`src/rtl/pfc_pkg.sv`:
```
package pfc_pkg;

    localparam int LETTER_COUNT = 26;
    localparam int CELL_COUNT   = 25;
    localparam int SIDE         = 5;

    typedef logic [4:0] letter_t;
    typedef logic [4:0] cell_t;
    typedef logic [2:0] coord_t;

    localparam logic [7:0] LETTER_BASE = 8'd97;
    localparam logic [7:0] UPPER_A     = 8'd65;
    localparam logic [7:0] UPPER_Z     = 8'd90;
    localparam logic [7:0] LOWER_Z     = 8'd122;
    localparam logic [7:0] CASE_OFFSET = 8'd32;

    localparam letter_t LETTER_I = 5'd8;
    localparam letter_t LETTER_J = 5'd9;
    localparam letter_t LETTER_Z = 5'd25;

    localparam logic REQ_KEY      = 1'b0;
    localparam logic REQ_TEXT     = 1'b1;
    localparam logic MODE_DECRYPT = 1'b1;

    // controller -> datapath
    typedef struct packed {
        logic accept;
        logic walk;
        logic key_read;
        logic load_out;
    } pfc_cmd_t;

    // datapath -> controller
    typedef struct packed {
        logic key_walk;
        logic pair;
        logic walk_last;
    } pfc_status_t;

    function automatic coord_t cell_row(input cell_t p);
        coord_t r;
        if (p >= 5'd20) begin
            r = 3'd4;
        end else if (p >= 5'd15) begin
            r = 3'd3;
        end else if (p >= 5'd10) begin
            r = 3'd2;
        end else if (p >= 5'd5) begin
            r = 3'd1;
        end else begin
            r = 3'd0;
        end
        return r;
    endfunction

    function automatic cell_t row_base(input coord_t r);
        cell_t b;
        b = ({2'b00, r} << 2) + {2'b00, r};
        return b;
    endfunction

    function automatic coord_t cell_col(input cell_t p);
        cell_t d;
        d = p - row_base(cell_row(p));
        return d[2:0];
    endfunction

    function automatic coord_t step_coord(input coord_t v, input logic decrypt);
        coord_t s;
        if (decrypt == MODE_DECRYPT) begin
            s = (v == 3'd0) ? 3'(SIDE - 1) : v - 3'd1;
        end else begin
            s = (v == 3'(SIDE - 1)) ? 3'd0 : v + 3'd1;
        end
        return s;
    endfunction

    function automatic cell_t make_cell(input coord_t r, input coord_t c);
        cell_t p;
        p = row_base(r) + {2'b00, c};
        return p;
    endfunction

endpackage

```
`src/rtl/pfc_ctrl.sv`:
```
module pfc_ctrl
    import pfc_pkg::*;
(
    input  logic        aclk,
    input  logic        aresetn,
    input  logic        s_valid,
    output logic        s_ready,
    output logic        m_valid,
    input  logic        m_ready,
    input  pfc_status_t status_i,
    output pfc_cmd_t    cmd_o
);

    typedef enum logic [1:0] {
        ST_IDLE,
        ST_WALK,
        ST_POS,
        ST_KEY
    } state_t;

    state_t state_reg, state_next;
    logic   m_valid_reg, m_valid_next;

    assign s_ready = (state_reg == ST_IDLE);
    assign m_valid = m_valid_reg;

    always_comb begin
        state_next     = state_reg;
        m_valid_next   = m_valid_reg && !m_ready;
        cmd_o          = '0;
        cmd_o.accept   = s_valid && s_ready;
        case (state_reg)
            ST_IDLE: begin
                if (cmd_o.accept) begin
                    if (status_i.key_walk) begin
                        state_next = ST_WALK;
                    end else if (status_i.pair) begin
                        state_next = ST_POS;
                    end
                end
            end
            ST_WALK: begin
                cmd_o.walk = 1'b1;
                if (status_i.walk_last) begin
                    state_next = ST_IDLE;
                end
            end
            ST_POS: begin
                cmd_o.key_read = 1'b1;
                state_next     = ST_KEY;
            end
            ST_KEY: begin
                // hold until the output register is free
                if (!m_valid_reg || m_ready) begin
                    cmd_o.load_out = 1'b1;
                    m_valid_next   = 1'b1;
                    state_next     = ST_IDLE;
                end
            end
            default: begin
                state_next = ST_IDLE;
            end
        endcase
    end

    always_ff @(posedge aclk) begin
        if (!aresetn) begin
            state_reg   <= ST_IDLE;
            m_valid_reg <= 1'b0;
        end else begin
            state_reg   <= state_next;
            m_valid_reg <= m_valid_next;
        end
    end

`ifndef ASSERT_OFF
    a_pair_sequence: assert property (@(posedge aclk) disable iff (!aresetn)
        (cmd_o.accept && !status_i.key_walk && status_i.pair)
            |=> (state_reg == ST_POS) ##1 (state_reg == ST_KEY))
        else $error("pair did not advance through lookup");

    a_no_overwrite: assert property (@(posedge aclk) disable iff (!aresetn)
        (m_valid_reg && !m_ready && state_reg == ST_KEY) |=> (state_reg == ST_KEY))
        else $error("result loaded over a stalled beat");
`endif

endmodule

```
`src/rtl/pfc_datapath.sv`:
```
module pfc_datapath
    import pfc_pkg::*;
(
    input  logic        aclk,
    input  logic        aresetn,
    input  pfc_cmd_t    cmd_i,
    output pfc_status_t status_o,
    input  logic        cipher_mode,
    input  logic        req_type,
    input  logic [7:0]  char_in,
    input  logic        last_in,
    output logic [6:0]  first_letter,
    output logic [6:0]  second_letter,
    output logic        last_pair
);

    cell_t   letter_position [LETTER_COUNT];
    letter_t key_square      [CELL_COUNT];

    logic [LETTER_COUNT-1:0] letter_used_reg, letter_used_next;
    cell_t   fill_count_reg, fill_count_next;
    logic    key_complete_reg, key_complete_next;
    letter_t held_letter_reg, held_letter_next;
    logic    held_valid_reg, held_valid_next;
    letter_t walk_idx_reg, walk_idx_next;

    cell_t   pos_a_reg, pos_b_reg;
    logic    last_pos_reg, last_key_reg;
    letter_t ks_a_reg, ks_b_reg;
    logic [6:0] first_reg, second_reg;
    logic    last_out_reg;

    logic [7:0] c_low, c_off;
    logic    is_letter, is_key, is_text;
    letter_t l_idx, l_text;
    logic    new_key, used_eff, pair_go, pos_rd_en;
    cell_t   fill_eff;
    logic    place_en;
    letter_t place_idx;
    cell_t   place_cell;
    letter_t pa_addr, pb_addr;
    logic    pair_last;
    coord_t  ra, ca, rb, cb;
    cell_t   na, nb;

    // decode the incoming character
    always_comb begin
        c_low     = (char_in >= UPPER_A && char_in <= UPPER_Z) ? char_in + CASE_OFFSET
                                                               : char_in;
        is_letter = (c_low >= LETTER_BASE) && (c_low <= LOWER_Z);
        c_off     = c_low - LETTER_BASE;
        l_idx     = is_letter ? c_off[4:0] : '0;
        l_text    = (l_idx == LETTER_J) ? LETTER_I : l_idx;
        is_key    = (req_type == REQ_KEY);
        is_text   = (req_type == REQ_TEXT);
        new_key   = cmd_i.accept && is_key && key_complete_reg;
        used_eff  = key_complete_reg ? 1'b0 : letter_used_reg[l_idx];
        fill_eff  = key_complete_reg ? '0 : fill_count_reg;
        pair_go   = (is_letter && held_valid_reg) || (last_in && (is_letter || held_valid_reg));
        pos_rd_en = cmd_i.accept && is_text && key_complete_reg && pair_go;
        pa_addr   = held_valid_reg ? held_letter_reg : l_text;
        pb_addr   = (is_letter && held_valid_reg) ? l_text : LETTER_Z;
        pair_last = (is_letter && held_valid_reg) ? last_in : 1'b1;
    end

    assign status_o.key_walk  = is_key && last_in;
    assign status_o.pair      = is_text && key_complete_reg && pair_go;
    assign status_o.walk_last = (walk_idx_reg == 5'(LETTER_COUNT - 1));

    // one placement per cycle: from a key beat or from the completion walk
    always_comb begin
        place_en   = 1'b0;
        place_idx  = l_idx;
        place_cell = fill_eff;
        if (cmd_i.accept && is_key) begin
            place_en = is_letter && (l_idx != LETTER_J) && !used_eff
                       && (fill_eff < 5'(CELL_COUNT));
        end else if (cmd_i.walk) begin
            place_idx  = walk_idx_reg;
            place_cell = fill_count_reg;
            place_en   = (walk_idx_reg != LETTER_J) && !letter_used_reg[walk_idx_reg]
                         && (fill_count_reg < 5'(CELL_COUNT));
        end
    end

    always_comb begin
        letter_used_next  = new_key ? '0 : letter_used_reg;
        fill_count_next   = new_key ? '0 : fill_count_reg;
        key_complete_next = key_complete_reg;
        held_letter_next  = held_letter_reg;
        held_valid_next   = held_valid_reg;
        walk_idx_next     = walk_idx_reg;
        if (place_en) begin
            letter_used_next[place_idx] = 1'b1;
            fill_count_next             = place_cell + 5'd1;
        end
        if (cmd_i.accept && is_key) begin
            key_complete_next = 1'b0;
            held_valid_next   = 1'b0;
            walk_idx_next     = '0;
        end else if (cmd_i.accept && is_text && key_complete_reg) begin
            if (pair_go) begin
                held_valid_next = 1'b0;
            end else if (is_letter) begin
                held_letter_next = l_text;
                held_valid_next  = 1'b1;
            end
        end
        if (cmd_i.walk) begin
            walk_idx_next = walk_idx_reg + 5'd1;
            if (status_o.walk_last) begin
                key_complete_next = 1'b1;
            end
        end
    end

    always_ff @(posedge aclk) begin
        if (!aresetn) begin
            letter_used_reg  <= '0;
            fill_count_reg   <= '0;
            key_complete_reg <= 1'b0;
            held_letter_reg  <= '0;
            held_valid_reg   <= 1'b0;
            walk_idx_reg     <= '0;
        end else begin
            letter_used_reg  <= letter_used_next;
            fill_count_reg   <= fill_count_next;
            key_complete_reg <= key_complete_next;
            held_letter_reg  <= held_letter_next;
            held_valid_reg   <= held_valid_next;
            walk_idx_reg     <= walk_idx_next;
        end
    end

    // position table: one write, two registered reads
    always_ff @(posedge aclk) begin
        if (place_en) begin
            letter_position[place_idx] <= place_cell;
        end
        if (pos_rd_en) begin
            pos_a_reg    <= letter_position[pa_addr];
            pos_b_reg    <= letter_position[pb_addr];
            last_pos_reg <= pair_last;
        end
    end

    // digraph rules on the two cells
    always_comb begin
        ra = cell_row(pos_a_reg);
        ca = cell_col(pos_a_reg);
        rb = cell_row(pos_b_reg);
        cb = cell_col(pos_b_reg);
        if (ra == rb) begin
            na = make_cell(ra, step_coord(ca, cipher_mode));
            nb = make_cell(rb, step_coord(cb, cipher_mode));
        end else if (ca == cb) begin
            na = make_cell(step_coord(ra, cipher_mode), ca);
            nb = make_cell(step_coord(rb, cipher_mode), cb);
        end else begin
            na = make_cell(ra, cb);
            nb = make_cell(rb, ca);
        end
    end

    // key square: one write, two registered reads
    always_ff @(posedge aclk) begin
        if (place_en) begin
            key_square[place_cell] <= place_idx;
        end
        if (cmd_i.key_read) begin
            ks_a_reg     <= key_square[na];
            ks_b_reg     <= key_square[nb];
            last_key_reg <= last_pos_reg;
        end
    end

    always_ff @(posedge aclk) begin
        if (cmd_i.load_out) begin
            first_reg    <= LETTER_BASE[6:0] + {2'b00, ks_a_reg};
            second_reg   <= LETTER_BASE[6:0] + {2'b00, ks_b_reg};
            last_out_reg <= last_key_reg;
        end
    end

    assign first_letter  = first_reg;
    assign second_letter = second_reg;
    assign last_pair     = last_out_reg;

`ifndef ASSERT_OFF
    a_fill_bound: assert property (@(posedge aclk) disable iff (!aresetn)
        fill_count_reg <= 5'(CELL_COUNT))
        else $error("key square overfilled");

    a_square_full: assert property (@(posedge aclk) disable iff (!aresetn)
        key_complete_reg |-> (fill_count_reg == 5'(CELL_COUNT)))
        else $error("square marked complete while not full");

    a_held_needs_key: assert property (@(posedge aclk) disable iff (!aresetn)
        !key_complete_reg |-> !held_valid_reg)
        else $error("letter held without a complete key");
`endif

endmodule

```
`src/rtl/playfair_digraph_cipher_core.sv`:
```
// Playfair digraph cipher, one ASCII character per input beat.
// Input channel (s_valid/s_ready): s_req_type selects key (0) or text (1),
// s_char_in is the raw byte, s_last_in marks the final key or text character.
// Key beats build the 5x5 square; the last key beat then walks the alphabet
// to fill the unused cells.
// Text beats pair letters; a beat that completes a pair produces one output
// beat (m_valid/m_ready) with both substituted letters and m_last_pair.
// Other beats produce nothing.
// A pair-completing beat passes through the position table read, the key
// square read and the load of the output register; the load waits while
// the output beat is stalled, and no new beat is taken until it is done.
// cfg_wr_en/cfg_wr_data write the mode bit (0 encrypt, 1 decrypt); write it
// only while no pair is in flight.
// Reset (aresetn low, synchronous) clears the square state, the held
// letter and the mode. When the receiver stalls, the output beat holds and
// the block still accepts beats until a new pair needs the output register.
module playfair_digraph_cipher_core
    import pfc_pkg::*;
(
    input  logic       aclk,
    input  logic       aresetn,
    input  logic       cfg_wr_en,
    input  logic       cfg_wr_data,
    input  logic       s_valid,
    output logic       s_ready,
    input  logic       s_req_type,
    input  logic [7:0] s_char_in,
    input  logic       s_last_in,
    output logic       m_valid,
    input  logic       m_ready,
    output logic [6:0] m_first_letter,
    output logic [6:0] m_second_letter,
    output logic       m_last_pair
);

    pfc_cmd_t    cmd;
    pfc_status_t status;
    logic        cipher_mode_reg;

    // mode register: applies from the next pair on
    always_ff @(posedge aclk) begin
        if (!aresetn) begin
            cipher_mode_reg <= 1'b0;
        end else if (cfg_wr_en) begin
            cipher_mode_reg <= cfg_wr_data;
        end
    end

    // sequencing: accept, walk, the two table reads, output load
    pfc_ctrl u_ctrl (
        .aclk     (aclk),
        .aresetn  (aresetn),
        .s_valid  (s_valid),
        .s_ready  (s_ready),
        .m_valid  (m_valid),
        .m_ready  (m_ready),
        .status_i (status),
        .cmd_o    (cmd)
    );

    // square, tables, pairing and substitution
    pfc_datapath u_datapath (
        .aclk          (aclk),
        .aresetn       (aresetn),
        .cmd_i         (cmd),
        .status_o      (status),
        .cipher_mode   (cipher_mode_reg),
        .req_type      (s_req_type),
        .char_in       (s_char_in),
        .last_in       (s_last_in),
        .first_letter  (m_first_letter),
        .second_letter (m_second_letter),
        .last_pair     (m_last_pair)
    );

endmodule
```
`config.mk`:
```
export PLATFORM = sky130hd
export DESIGN_NAME = playfair_digraph_cipher_core
export DESIGN_NICKNAME = d
export VERILOG_FILES = /design/src/rtl/pfc_pkg.sv /design/src/rtl/pfc_ctrl.sv /design/src/rtl/pfc_datapath.sv /design/src/rtl/playfair_digraph_cipher_core.sv
export SDC_FILE = /design/constraint.sdc
export NUM_CORES = 1
export LEC_CHECK = 0
export BUFFER_PORTS_ARGS = -buffer_cell sky130_fd_sc_hd__clkbuf_2
export CORE_MARGIN = 5
export CORE_UTILIZATION = 25
export CTS_CLUSTER_DIAMETER = 30
export DETAILED_ROUTE_END_ITERATION = 12
export HOLD_SLACK_MARGIN = 0.12
export SLEW_MARGIN = 40
export SYNTH_ARGS = -nofsm -noshare
export SYNTH_HDL_FRONTEND = slang
export SYNTH_SLANG_ARGS = --single-unit
```
`constraint.sdc`:
```
create_clock -name aclk -period 4.99 [get_ports aclk]
set_input_delay 0.499 -clock aclk [delete_from_list [all_inputs] [get_ports aclk]]
set_output_delay 0.499 -clock aclk [all_outputs]
set_load 0.005 [all_outputs]
```
==> impl_results.md, run 1 <==
- Status: finished, violations left
- Failing checks: negative setup slack
- Worst path max stage delay: 0.54 ns
- Aggregate global routing overflow: 0
- Crit path depth: 26
- GRT Util Overall: 13.1%
- Crit path buffers/inverters: 6
- Clock Sink Count: 339
- DP Cell Count: 2645
- Num CTS Buffers: slightly below 70
- Grt met1 use: 16.4%
- CP Class: reg2reg
- Row Count: 99
- Flop and latch count out of synthesis: 339
- Vias/cell: 5.14
- Port Buffers: 32
- Final worst setup slack: -0.104 ns
- GR Util met2: 22.4%
- Busiest grt layer: met2
- Setup violations, final: 5
- Mapped cell area: between 0.015 and 0.02 mm²
- CP Data Arrival Time: 5.43 ns
- Leakage power: 0.00852 µW
- Post-synth cell types: 80
- Crit end category: register
- Area grow syn2layout: 25.4%
- Design Power: 7930 µW
- Initial DRC Count: 1149
- Die width: 282 µm
- Pwr/cell area: ~340 mW/mm²
- Critical path endpoint: u_datapath.ks_b_reg[0]$_DFFE_PP_
- TritonRoute pass-1 iters: 6
- VDD IR max: between 0.2 and 0.25 mV
- Yosys Warn Count: 0
- Worst-path fanout max: 4
- Hold WS: ~0.15 ns
- Post-route insts no fill: 2790
- CP most frequent cell: inv_2
- Reg2reg path depth: 26
- Max FFs per register: 130
- H-tree Lvls: 3
- RSZ-0062 raised after global routing: true
- Worst R2R Start: u_datapath.pos_b_reg[1]$_DFFE_PP_
- Fillers: 7239
- I/O pin total: 33
- Synthesized area per cell: 11.3 µm²
- Layout net count: roughly 1900
- Most used DFF post-synth: edfxtp_1
- Worst Skew: 0.0249 ns
- Data required time of the critical path: 5.33 ns
- Routing usage on met3: 2.82%
- Core area: 0.0732 mm²
- N_diodes: 0
- Tmin final: 5.09 ns
- Share of cells above drive strength 1: around 22%
- Fin. max-slew vios: 0
- Vias after detailed routing: 14300
- Post-synth net total: 1712
- Startpoint types: register
- Worst rel slew slack: 45.6%
- Final WL: 53900 µm
- Critical path startpoint: u_datapath.pos_b_reg[1]$_DFFE_PP_
- Fmax: 196 MHz
- Worst-path clk slew: 0.05 ns
- WL/cell: 19.3 µm
- Synth async-reset ratio: 0%
- Worst reg2reg endpoint: u_datapath.ks_b_reg[0]$_DFFE_PP_
- Initial Util: 25.3%
- Die footprint: roughly 0.080 mm²
- Final Hold Violating Endpoints: 0
- Antenna-violating nets left: 0
- R2r setup slk: -0.10 ns
- Vias in the first global route: 14200
- Hold Path Class: in2reg
- Placer Congestion: between 0.8 and 0.9
- Max-Cap Viols: 0
- Global-route wire length before repair: ~80000 µm
- Clock buffer depth: 3
- Fin crit share: 102%
- DRC viols: 0
- Critical Path Slowest Stage Cell: fa_1
- Least-Margin Pin Slew: roughly 0.81 ns
- Post-Syn Instances: 1638
- Die Span Y: 282 µm
- EDFF count, synth: 292
- Pin count of the biggest net entering global routing: 57
- Delay-heaviest family, CP: adder cells
- CTS root buf: clkbuf_16
- HPWL after DPL: 37700 µm
- Initial antenna violation count: 0
- Post-synthesis sequential area ratio: between 50% and 60%
- CTS tree: done
- Clock latency on the worst-skew pair: 0.60 ns
## area by class of cell
cell class	instances	area, µm²	area share (%)
multi-input cells	1160	8490	36.6
repair buffers	151	1240	5.35
well taps	959	1200	5.17
clock buffers	79	1820	7.83
clock inverters	45	526	2.27
flip-flops and latches	339	9710	41.9
inverters	57	214	0.922
## stage by stage
step | worst slack, ns | util [%] | cell area [µm²] | setup TNS, ns
2_1_floorplan | -0.0508 | - | 18600 | -0.198
3_5_place_dp | -0.200 | 28.0 | 20500 | -1.01
5_1_grt | -0.281 | 31.7 | 23200 | -1.73
3_3_place_gp | -0.0487 | 27.9 | 20400 | -0.150
6_report | -0.104 | 31.7 | 23200 | -0.398
4_1_cts | -0.0489 | 31.3 | 22900 | -0.113
## layer usage
layer / part of all wire, % / vias up
met5: 0 / -
met4: 3.2 / 0
met3: 8.1 / 127
met2: 48 / 643
met1: 40 / 7079
li1: - / 6498
## cell usage after synthesis (all sizes together) (15+ instances only)
cell type / number / share of area, %
clkbuf: 42 / 0.85
mux2: 16 / 0.97
a21oi: 83 / 2.2
nand3: 67 / 1.8
nor2b: 15 / 0.55
mux2i: 116 / 6.3
ha: 48 / 3.2
inv: 57 / 1.2
dfxtp: 47 / 5.1
edfxtp: 292 / 47
o22ai: 27 / 0.91
mux4: 36 / 4.4
buf: 41 / 1.5
a32oi: 31 / 1.5
xnor2: 16 / 0.76
nor2: 118 / 2.4
nand2b: 26 / 0.88
nand2: 262 / 5.3
o21ai: 68 / 1.9
## worst min path at each step
stage                                     startpoint                                 to  cells after the start
6_report                                 cfg_wr_data       cipher_mode_reg$_SDFFE_PN0P_                      3
5_1_grt                                  cfg_wr_data       cipher_mode_reg$_SDFFE_PN0P_                      3
4_1_cts                                  cfg_wr_data       cipher_mode_reg$_SDFFE_PN0P_                      3
3_5_place_dp       u_datapath.last_key_reg$_DFFE_PP_     u_datapath.last_pair$_DFFE_PP_                      0
3_3_place_gp       u_datapath.last_key_reg$_DFFE_PP_     u_datapath.last_pair$_DFFE_PP_                      0
2_1_floorplan  u_datapath.last_pos_reg$_SDFFCE_PN1P_  u_datapath.last_key_reg$_DFFE_PP_                      0
## power breakdown
group | internal [µW] | switching [µW]
Clock | 2980 | 1610
Combinational | 83.5 | 185
Sequential | 3070 | 8.90
Total | 6140 | 1800
## logic make-up (layout without fill, tap and decap cells)
family / count (synthesis) / after routing / share of synthesized area (%)
AO/OA/AOI/OAI: 347 / 348 / 13.1
XOR/XNOR: 27 / 27 / 1.28
adder cells (fa/ha/maj): 58 / 58 / 4.33
buffers and inverters: 140 / 332 / 3.47
flip-flops: 339 / 339 / 52.5
multiplexers: 168 / 168 / 11.6
AND/OR/NAND/NOR: 559 / 559 / 13.7
## what timing repair did
action	in CTS	in global routing
gates resized for setup	11	28
gates cloned	1	1
hold buffers	0	0
buffers inserted	8	11
setup endpoints to repair	10	10
pin swaps	6	2
## cell usage in the layout (no fill, tap or decap), types with 7 or more instances in the layout
cell	instances
nand2b_1	24
ha_1	45
clkbuf_2	32
a221oi_1	13
o211ai_1	13
o21ai_1	7
a21o_1	13
nand4_1	13
o22ai_1	20
xor2_1	11
o21ai_0	58
inv_6	14
a221o_1	7
o22ai_2	7
buf_12	13
dfxtp_1	46
a21oi_1	78
mux2_2	16
edfxtp_1	292
and3_1	9
xnor2_1	15
a22oi_1	8
nor2b_1	12
nor2_1	114
clkbuf_16	71
nor3_1	7
buf_4	104
a32oi_1	30
o21a_1	8
mux4_2	36
nand2_1	257
inv_1	51
mux2i_1	116
a22o_1	8
nand3_1	65
fa_1	8
## worst register-to-register path, delay by kind of cell, from the launching register on
| kind | cells | cell delay [ns] |
|---|---|---|
| simple gates | 8 | 1.11 |
| flops | 1 | 0.49 |
| fa+ha+maj | 4 | 1.30 |
| xor+xnor | 1 | 0.15 |
| compound gates | 7 | 1.29 |
| buf+inv | 6 | 0.47 |
(Power assumes the default switching activity.)
==> run 2, diff against run 1 <==
--- a/config.mk
+++ b/config.mk
@@ -9,3 +9,3 @@
 export CORE_MARGIN = 5
-export CORE_UTILIZATION = 25
+export CORE_UTILIZATION = 58
 export CTS_CLUSTER_DIAMETER = 30
@@ -13,2 +13,3 @@
 export HOLD_SLACK_MARGIN = 0.12
+export PLACE_DENSITY = 0.77
 export SLEW_MARGIN = 40
==> constraint.sdc (replaced) <==
create_clock -name aclk -period 4.99 [get_ports aclk]
set_input_delay 0 -clock aclk [delete_from_list [all_inputs] [get_ports aclk]]
set_output_delay 0 -clock aclk [all_outputs]
set_load 0.005 [all_outputs]
==> run 2 against run 1 <==
The run still ends with negative setup slack left. Combinational power is 11% higher. First-iteration DRC count is 82% higher. Global-route usage is 17 points higher. Clock skew is 0.0038 ns lower. Wire length is 4.3% higher. Sequential power hardly changed. Flip-flop and latch count stayed put. Critical endpoint unchanged. Largest power group unchanged.
==> impl_results.md, run 2 (synthesis gave the netlist of run 1 again) <==
- Initial Util: 58.6% (+33 points)
- Fin. max-slew vios: 0 (unchanged)
- Fmax: 195 MHz (-0.71%)
- Failing checks: negative setup slack
- Multi-input logic area: 0.00864 mm² (+1.7%)
- Final worst setup slack: -0.140 ns (-0.0362 ns)
- Vias/cell: 6.73 (+31%)
- Leakage power: 0.00880 µW (+3.2%)
- Worst Skew: 0.0210 ns (-0.00383 ns)
- DRC viols: 0 (unchanged)
- Startpoint types: register
- Crit path buffers/inverters: 7 (+1)
- Met3 WL: 7030 µm (+60%)
- Row Count: 65 (-34%)
- Fillers: 1975 (-73%)
- Die width: 189 µm (-33%)
- Max FFs per register: 130 (unchanged)
- CP Data Arrival Time: 5.52 ns (+0.09 ns)
- Worst-path fanout max: 8 (+4)
- Worst path max stage delay: 0.51 ns (-0.03 ns)
- N_diodes: 0 (unchanged)
- Fin util: 73.2% (+42 points)
- Post-route insts no fill: 2280 (-18%)
- Crit end category: register
- Least-Margin Pin Slew: 0.733 ns (-0.0800 ns)
- Die footprint: 0.0356 mm² (-55%)
- Max Used Layer: met4
- RSZ-0062 raised after global routing: true
- Area grow syn2layout: 24.9%
- Die Span Y: 189 µm (-33%)
- Setup violations, final: 6 (+1)
- Clock latency on the worst-skew pair: 0.59 ns (about the same)
- Vias in the first global route: 14700 (+4.2%)
- Initial antenna violation count: 0 (unchanged)
- P_sw: 1770 µW (-1.4%)
- HPWL after DPL: 36500 µm (-3.3%)
- Data required time of the critical path: 5.38 ns (+0.05 ns)
- Register area: 0.00971 mm² (unchanged)
- Global-route wire length before repair: 84300 µm (+2.4%)
- CP most frequent cell: inv_2
- Aggregate global routing overflow: 0 (unchanged)
- Area of placed instances: 0.0198 mm² (-3.1%)
- GRT Util Overall: 30.5% (+17 points)
- Most common cell after layout, fill and taps aside: edfxtp_1
- Met2 wire len: 25600 µm (-1.7%)
- Tmin final: 5.13 ns (+0.0362 ns)
- H-tree Lvls: 3 (unchanged)
- Internal Power: 6410 µW (+4.6%)
- Final WL: 56200 µm (+4.3%)
- Hold Path Class: in2reg
- Layout net count: 1895 (+2.3%)
- I/O pin total: 33 (unchanged)
- Num CTS Buffers: 70 (+1.4%)
- DP Cell Count: 2099 (-21%)
- Initial DRC Count: 2086 (+82%)
- Worst-path clk slew: 0.05 ns (about the same)
- Met1 Routed Length: 21500 µm (-1.1%)
- Clock buffer depth: 3 (unchanged)
- CTS tree: done
- CTS root buf: clkbuf_16
- Net Sw Frac: 21.7% (-1.0 points)
- Placer Congestion: 0.964 (+11%)
- Worst rel slew slack: 50.4% (+4.8 points)
- Port Buffers: 32 (unchanged)
- Critical Path Slowest Stage Cell: fa_1
- Commonest non-fill, non-tap cells in the layout: edfxtp_1, nand2_1, buf_4
- Combinational share of power: 3.6% (+0.2 points)
- Status: finished, violations left
- Flop pwr share: 37.6% (-1.2 points)
- CP Class: reg2reg
- Vias after detailed routing: 15400 (+7.0%)
- Max-Cap Viols: 0 (unchanged)
- Fin area: 0.0231 mm² (-0.39%)
- VDD IR max: 0.356 mV (+71%)
- Final Hold Violating Endpoints: 0 (unchanged)
- WL/cell: 24.6 µm (+28%)
- TritonRoute pass-1 iters: 6 (unchanged)
- Fin crit share: 103% (+0.73 points)
- Clock Sink Count: 339 (unchanged)
- Antenna-violating nets left: 0 (unchanged)
- Worst-path cell chain: nand2b_4 > o22a_1 > and2_4 > inv_2 > nand2_2 > inv_2 > ha_4 > inv_2 > fa_2 > and3_4 > a221o_1 > nor3_4 > inv_2 > fa_1 > buf_4 > fa_1 > o21ai_2 > a31oi_4 > buf_12 > buf_8 > a21oi_1 > a32oi_1 > o22ai_2 > nor4_1
- Delay-heaviest family, CP: adder cells
- Pwr/cell area: 354 mW/mm² (+3.6%)
- Share of cells above drive strength 1: 24.1% (+1.9 points)
- Core area: 0.0316 mm² (-57%)
- Clk pwr share: 58.8% (+1.0 points)
- Pin count of the biggest net entering global routing: 57 (unchanged)
## run 2: per-layer routing
metal	GRT usage, %	vias to the layer above
met5	0	-
met4	11.1	0
met2	47.8	1110
met1	41.2	7462
li1	-	6600
met3	8.48	181
## run 2: what timing repair did
action                                 CTS  global route
hold buffers                            13             0
setup buffers                           10            24
pin swaps                                9            17
gates resized for setup                 20            48
gates cloned                             2             3
setup endpoints to repair                5            10
endpoints found under the hold margin   44             0
## run 2: area by class of cell
cell class                 instances  area share, %
sequential                       339           42.0
clock inverter                    51           2.78
multi-input combinational       1162           37.4
timing repair buffer             191           6.90
inverter                          57          0.926
clock buffer                      78           7.80
tap                              402           2.18
## run 2: final timing paths
kind,to,startpoint,cells after the start,slack (ns)
worst max-delay path,u_datapath.ks_b_reg[0]$_DFFE_PP_,u_datapath.pos_b_reg[3]$_DFFE_PP_,24,-0.14
worst min register to register,u_datapath.last_key_reg$_DFFE_PP_,u_datapath.last_pos_reg$_SDFFCE_PN1P_,0,0.43
worst max register to register,u_datapath.ks_b_reg[0]$_DFFE_PP_,u_datapath.pos_b_reg[3]$_DFFE_PP_,24,-0.14
worst min-delay path,u_datapath.held_letter_reg[2]$_SDFFE_PN0P_,s_char_in[2],5,0.16
## run 2: worst reg2reg max path: stages, from the launching register on
cell      delay [ns]
edfxtp_1        0.42
nand2b_4        0.17
o22a_1          0.21
and2_4          0.14
inv_2           0.06
nand2_2         0.07
inv_2           0.09
ha_4            0.12
inv_2           0.03
fa_2            0.39
and3_4          0.16
a221o_1         0.30
nor3_4          0.18
inv_2           0.08
fa_1            0.51
buf_4           0.16
fa_1            0.49
o21ai_2         0.07
a31oi_4         0.25
buf_12          0.18
buf_8           0.13
a21oi_1         0.05
a32oi_1         0.26
o22ai_2         0.14
nor4_1          0.27
## run 2: stage by stage
step / setup TNS, ns / hold slack (ns) / total power, µW / worst slack [ns]
detailed placement: -0.832 / 0.244 / 3400 / -0.329
floorplan: -0.198 / 0.147 / 3290 / -0.0508
global placement: -0.188 / 0.243 / 3390 / -0.130
finish: -0.529 / 0.155 / 8190 / -0.140
CTS: 0 / 0.132 / 8180 / 0.00339
global route: -2.00 / 0.202 / 8390 / -0.319
## run 2: power by group through the flow
stage	Sequential, µW	Clock [µW]	Combinational (µW)
3_3_place_gp	3130	0	260
5_1_grt	3080	5000	313
2_1_floorplan	3130	0	157
6_report	3080	4810	297
3_5_place_dp	3130	0	267
4_1_cts	3080	4820	282
